`config.mk`:
```
export PLATFORM = sky130hd
export DESIGN_NAME = gm_ctrl
export DESIGN_NICKNAME = d
export VERILOG_FILES = /design/src/gm_nms_pkg.sv /design/src/gm_ctrl.sv
export SDC_FILE = /design/constraint.sdc
export NUM_CORES = 1
export LEC_CHECK = 0
export BUFFER_PORTS_ARGS = -buffer_cell sky130_fd_sc_hd__buf_4
export CAP_MARGIN = 20
export CORE_ASPECT_RATIO = 1.2
export CORE_MARGIN = 3
export CORE_UTILIZATION = 31
export CTS_BUF_LIST = sky130_fd_sc_hd__clkbuf_4 sky130_fd_sc_hd__clkbuf_8
export CTS_CLUSTER_SIZE = 25
export DETAILED_ROUTE_END_ITERATION = 6
export GPL_ROUTABILITY_DRIVEN = 0
export PLACE_DENSITY = 0.49
export SLEW_MARGIN = 10
export SYNTH_ARGS = -nofsm -noshare
export SYNTH_HDL_FRONTEND = slang
export SYNTH_SLANG_ARGS = --single-unit
export TNS_END_PERCENT = 20
```
`constraint.sdc`:
```
create_clock -name aclk -period 2.2 [get_ports aclk]
set_input_delay 0.22 -clock aclk [delete_from_list [all_inputs] [get_ports aclk]]
set_output_delay 0.22 -clock aclk [all_outputs]
set_load 0.05 [all_outputs]
```
`src/gm_nms_pkg.sv`:
```
`timescale 1ns / 1ps
// ----------------------------------------------------------------------------
// gm_nms_pkg: shared types and constants
// Payload structs, register indexes and controller command/status bundles.
// ----------------------------------------------------------------------------
package gm_nms_pkg;

    localparam int GRAD_BITS     = 12;
    localparam int GM_MAX_WIDTH  = 1024;
    localparam int SIZE_LIMIT    = 1024;
    localparam int CFG_BITS      = 11;
    localparam int POS_BITS      = 10;
    localparam int MAG_BITS      = 16;
    localparam int WEIGHT_BITS   = 9;
    localparam int SQRT_BITS     = 2 * GRAD_BITS + 10;
    localparam int ROOT_ITERS    = SQRT_BITS / 2;
    localparam int DIV_BITS      = GRAD_BITS + 9;
    localparam int DIV_ITERS     = DIV_BITS;
    localparam int CNT_BITS      = $clog2(DIV_ITERS);
    localparam int ACC_BITS      = MAG_BITS + WEIGHT_BITS + 1;

    localparam logic [CFG_BITS-1:0] WIDTH_RESET  = CFG_BITS'(640);
    localparam logic [CFG_BITS-1:0] HEIGHT_RESET = CFG_BITS'(480);

    localparam logic REG_IMAGE_WIDTH  = 1'b0;
    localparam logic REG_IMAGE_HEIGHT = 1'b1;

    typedef struct packed {
        logic signed [GRAD_BITS-1:0] grad_x;
        logic signed [GRAD_BITS-1:0] grad_y;
        logic                        frame_start;
    } in_word_t;

    typedef struct packed {
        logic [POS_BITS-1:0] out_x;
        logic [POS_BITS-1:0] out_y;
        logic [MAG_BITS-1:0] nms_value;
        logic                frame_last;
    } out_word_t;

    typedef struct packed {
        logic accept;
        logic sq1;
        logic sq2;
        logic root_step;
        logic root_fin;
        logic win;
        logic div_init;
        logic div_step;
        logic mul1;
        logic mul2;
        logic mul3;
        logic mul4;
        logic finish;
    } cmd_t;

    typedef struct packed {
        logic out_busy;
    } status_t;

    function automatic logic [GRAD_BITS-1:0] grad_abs(input logic [GRAD_BITS-1:0] v);
        logic [GRAD_BITS:0] e;
        e = {v[GRAD_BITS-1], v};
        if (v[GRAD_BITS-1]) begin
            e = ~e + 1'b1;
        end
        return e[GRAD_BITS-1:0];
    endfunction

endpackage

```
`src/gm_ctrl.sv`:
```
`timescale 1ns / 1ps
// ----------------------------------------------------------------------------
// gm_ctrl: per-pixel sequencer
// Steps one word through read, square, root, window, divide, interpolate.
// ----------------------------------------------------------------------------
module gm_ctrl import gm_nms_pkg::*; (
    input  logic    aclk,
    input  logic    aresetn,
    input  logic    s_valid,
    output logic    s_ready,
    output cmd_t    cmd,
    input  status_t status
);

    typedef enum logic [3:0] {
        IDLE, READ, SQ1, SQ2, ROOT, RFIN, WIN, DINIT, DIV,
        MUL1, MUL2, MUL3, MUL4, FINISH
    } state_t;

    state_t              state_reg, state_next;
    logic [CNT_BITS-1:0] cnt_reg, cnt_next;
    logic                ready_reg;

    always_comb begin
        state_next = state_reg;
        cnt_next   = cnt_reg;
        unique case (state_reg)
            IDLE:   if (s_valid && ready_reg) state_next = READ;
            READ:   state_next = SQ1;
            SQ1:    state_next = SQ2;
            SQ2: begin
                state_next = ROOT;
                cnt_next   = CNT_BITS'(ROOT_ITERS - 1);
            end
            ROOT: begin
                if (cnt_reg == '0) state_next = RFIN;
                else cnt_next = cnt_reg - 1'b1;
            end
            RFIN:   state_next = WIN;
            WIN:    state_next = DINIT;
            DINIT: begin
                state_next = DIV;
                cnt_next   = CNT_BITS'(DIV_ITERS - 1);
            end
            DIV: begin
                if (cnt_reg == '0) state_next = MUL1;
                else cnt_next = cnt_reg - 1'b1;
            end
            MUL1:   state_next = MUL2;
            MUL2:   state_next = MUL3;
            MUL3:   state_next = MUL4;
            MUL4:   state_next = FINISH;
            FINISH: if (!status.out_busy) state_next = IDLE;
            default: state_next = IDLE;
        endcase
    end

    always_ff @(posedge aclk) begin
        if (!aresetn) begin
            state_reg <= IDLE;
            cnt_reg   <= '0;
            ready_reg <= 1'b0;
        end else begin
            state_reg <= state_next;
            cnt_reg   <= cnt_next;
            ready_reg <= (state_next == IDLE);
        end
    end

    assign s_ready = ready_reg;

    always_comb begin
        cmd           = '0;
        cmd.accept    = s_valid && ready_reg;
        cmd.sq1       = (state_reg == SQ1);
        cmd.sq2       = (state_reg == SQ2);
        cmd.root_step = (state_reg == ROOT);
        cmd.root_fin  = (state_reg == RFIN);
        cmd.win       = (state_reg == WIN);
        cmd.div_init  = (state_reg == DINIT);
        cmd.div_step  = (state_reg == DIV);
        cmd.mul1      = (state_reg == MUL1);
        cmd.mul2      = (state_reg == MUL2);
        cmd.mul3      = (state_reg == MUL3);
        cmd.mul4      = (state_reg == MUL4);
        cmd.finish    = (state_reg == FINISH) && !status.out_busy;
    end

    a_ready_idle: assert property (@(posedge aclk) disable iff (!aresetn)
        ready_reg |-> state_reg == IDLE) else $error("ready outside idle");
    a_accept_busy: assert property (@(posedge aclk) disable iff (!aresetn)
        cmd.accept |=> !ready_reg) else $error("ready right after accept");
    a_finish_idle: assert property (@(posedge aclk) disable iff (!aresetn)
        cmd.finish |=> state_reg == IDLE) else $error("finish did not return to idle");

endmodule

```
==> results.json <==
{
  "status": "finished clean",
  "cap_violations": 0,
  "routed-wl-met2_um": 790,
  "antenna_found_initial": 0,
  "post_cts_buffers": 0,
  "clk_path_buf_depth": 2,
  "post-route-period-util_pct": 80.3,
  "largest_reg_flops": 5,
  "clock_latency_ps": 260,
  "wl_met3_um": 68,
  "critPathRequiredTime_ps": 2390,
  "top_signal_layer_used": "met4",
  "cts_buffers": 3,
  "h-tree-depth": 1,
  "dieHeight_um": 55.9,
  "min_from": "aresetn",
  "synth_fa_ha_area_share_pct": 3.88,
  "path_max_fanout": 12,
  "cts.clk_slew.worst_paths_ps": 60,
  "netlist_instances": 85,
  "holdPathStages": 3,
  "wl_met1_um": 621,
  "area_delta_synth_final_pct": 25.0,
  "root_buffer": "clkbuf_4",
  "synth_top_family_by_area": "simple AND/OR/NAND/NOR gates",
  "grt_pass1_wl_um": 2430,
  "crit_arrival_ps": 1960,
  "maxSlewHeadroom_pct": 65.8,
  "grt_max_degree": 16,
  "slew_viol_final": 0,
  "hold_viol_final": 0,
  "nets": 109,
  "yosysWarnings": 0,
  "synth-seq-area-share_pct": 31.1,
  "reg2reg_from": "state_reg[3]$_SDFF_PN0_",
  "synth-simple-area-share_pct": 35.9,
  "multi_input_comb_area_um2": 409,
  "cts_resized": 0,
  "rr_endpoint": "cnt_reg[3]$_SDFFE_PN0P_",
  "avgSynthCellArea_um2": 7.58,
  "power.total_w": 0.000500,
  "setup_tns_ps": 0,
  "p_leak_nw": 0.368,
  "vias": 651,
  "dp.final_hpwl_um": 1140,
  "viasPerCell": 5.43,
  "placed_cells": 117,
  "period_needed_ps": 1770,
  "wirelength_um": 1500,
  "ff2ff_setup_slack_ps": 430,
  "first_pass_iters": 4,
  "antenna_cells": 0,
  "ys_ff_latch": 10,
  "syn_area_um2": 644,
  "dieWidth_um": 47.6,
  "synth_compound_area_share_pct": 18.3,
  "grt_pass1_vias": 589,
  "min_path_type": "in2reg",
  "syn_nets": 91,
  "ios": 18,
  "core_area_um2": 1910,
  "drcViolationCount": 0,
  "cts_hold_buf": 0,
  "grt_usage_pct": 12.1,
  "seq_area_um2": 200,
  "port_buffers": 17,
  "setup_violations": 0,
  "cts_tree": "yes",
  "rsz0062_at_grt": "no",
  "finClkSkew_ps": 5.79,
  "ir_drop_v": 0.000357,
  "gr-total-overflow": 0,
  "instances_no_fill": 120,
  "path_class": "reg2reg",
  "end_kind": "register",
  "ant_nets": 0,
  "num-fill-cells": 211,
  "worst_pin_slew_ps": 513,
  "post_drt_wl_per_cell_um": 12.5,
  "start_kind": "register",
  "start_util_pct": 33.7,
  "layout-drive-gt1-share_pct": 24.8,
  "muxShareOfSynthArea_pct": 0,
  "die-area_um2": 2660,
  "min_to": "cnt_reg[3]$_SDFFE_PN0P_",
  "fin_hold_ws_ps": 257,
  "cellPowerDensity_nw_per_um2": 621,
  "synthXorXnorAreaFrac_pct": 5.44,
  "first_iter_violations": 12,
  "max_freq_mhz": 566,
  "cts.sinks": 10,
  "synth.distinct_cells": 30,
  "num_rows": 17,
  "ff2ff_path_depth": 4
}
[worst max-delay path: stages, from the launching register on]
cell and delay (ps):
dfxtp_1 540, xor2_1 350, nand3_1 270, or3_1 400, a21oi_1 140
[layout by cell type (no fill, tap or decap), types with 2 or more instances in the layout]
cell type,synthesis,final
a21oi_1,3,3
and2_1,2,2
and3_1,3,3
buf_4,0,18
clkbuf_4,0,3
dfxtp_1,10,10
ha_1,2,2
inv_1,4,4
nand2_1,8,8
nand2b_1,4,4
nand3_1,2,2
nand4_1,2,2
nor2_1,10,10
nor3_1,6,6
o211ai_1,2,2
o21a_1,2,2
o21ai_0,4,4
or4b_4,2,2
xor2_1,4,4
[Yosys cell counts]
master | n | area share [%]
dfxtp_1 | 10 | 31
nor2_1 | 10 | 5.8
nand2_1 | 8 | 4.7
nor3_1 | 6 | 4.7
inv_1 | 4 | 2.3
nand2b_1 | 4 | 3.9
o21ai_0 | 4 | 3.1
xor2_1 | 4 | 5.4
a21oi_1 | 3 | 2.3
and3_1 | 3 | 2.9
clkbuf_1 | 3 | 1.7
and2_1 | 2 | 1.9
ha_1 | 2 | 3.9
nand3_1 | 2 | 1.6
nand4_1 | 2 | 1.9
o211ai_1 | 2 | 2.3
o21a_1 | 2 | 2.3
or4b_4 | 2 | 4.3
a211o_1 | 1 | 1.4
a21boi_0 | 1 | 1.2
a22oi_1 | 1 | 1.2
buf_1 | 1 | 0.58
buf_2 | 1 | 0.78
nor3b_1 | 1 | 1.2
nor4_1 | 1 | 0.97
o211a_1 | 1 | 1.6
o211ai_2 | 1 | 1.9
o22ai_1 | 1 | 0.97
or3_1 | 1 | 0.97
or3_2 | 1 | 1.2
[layout make-up]
type                            count  area share, %
Tap cell                           19           2.95
Multi-Input combinational cell     66           50.8
Inverter                            4           1.86
Sequential cell                    10           24.8
Clock buffer                        3           2.80
Timing Repair Buffer               18           16.8
[metal layers]
layer	GRT usage, %	vias to the layer above
li1	-	334
met1	13.1	303
met2	20.7	12
met3	1.94	2
met4	6.92	0
met5	0	-
[power breakdown]
part	switching, W	internal [W]
sequential	0.0000326	0.000196
clock	0.0000575	0.0000629
combinational	0.0000957	0.0000553
[worst max path at each step]
stage,startpoint,endpoint,depth (start not counted)
floorplan,state_reg[3]$_SDFF_PN0_,cmd[0],3
global placement,state_reg[3]$_SDFF_PN0_,cnt_reg[3]$_SDFFE_PN0P_,4
detailed placement,cnt_reg[0]$_SDFFE_PN0P_,state_reg[0]$_SDFF_PN0_,6
CTS,state_reg[3]$_SDFF_PN0_,cnt_reg[3]$_SDFFE_PN0P_,4
global route,state_reg[0]$_SDFF_PN0_,cmd[0],3
finish,state_reg[3]$_SDFF_PN0_,cnt_reg[3]$_SDFFE_PN0P_,4
[kinds of logic (layout without fill, tap and decap cells)]
kind of cell / Yosys count / count (layout)
buf+inv: 9 / 25
xor+xnor: 4 / 4
compound gates: 17 / 17
flops: 10 / 10
fa+ha+maj: 2 / 2
simple gates: 43 / 43
[per-stage QoR]
step           setup slack (ps)  util [%]  cell area [um2]
2_1_floorplan               133         -              644
3_3_place_gp                459      40.9              783
3_5_place_dp                438      40.9              783
4_1_cts                     411      42.1              806
5_1_grt                     276      42.1              806
6_report                    434      42.1              806
Note: power is estimated with default switching activity, not from simulation.
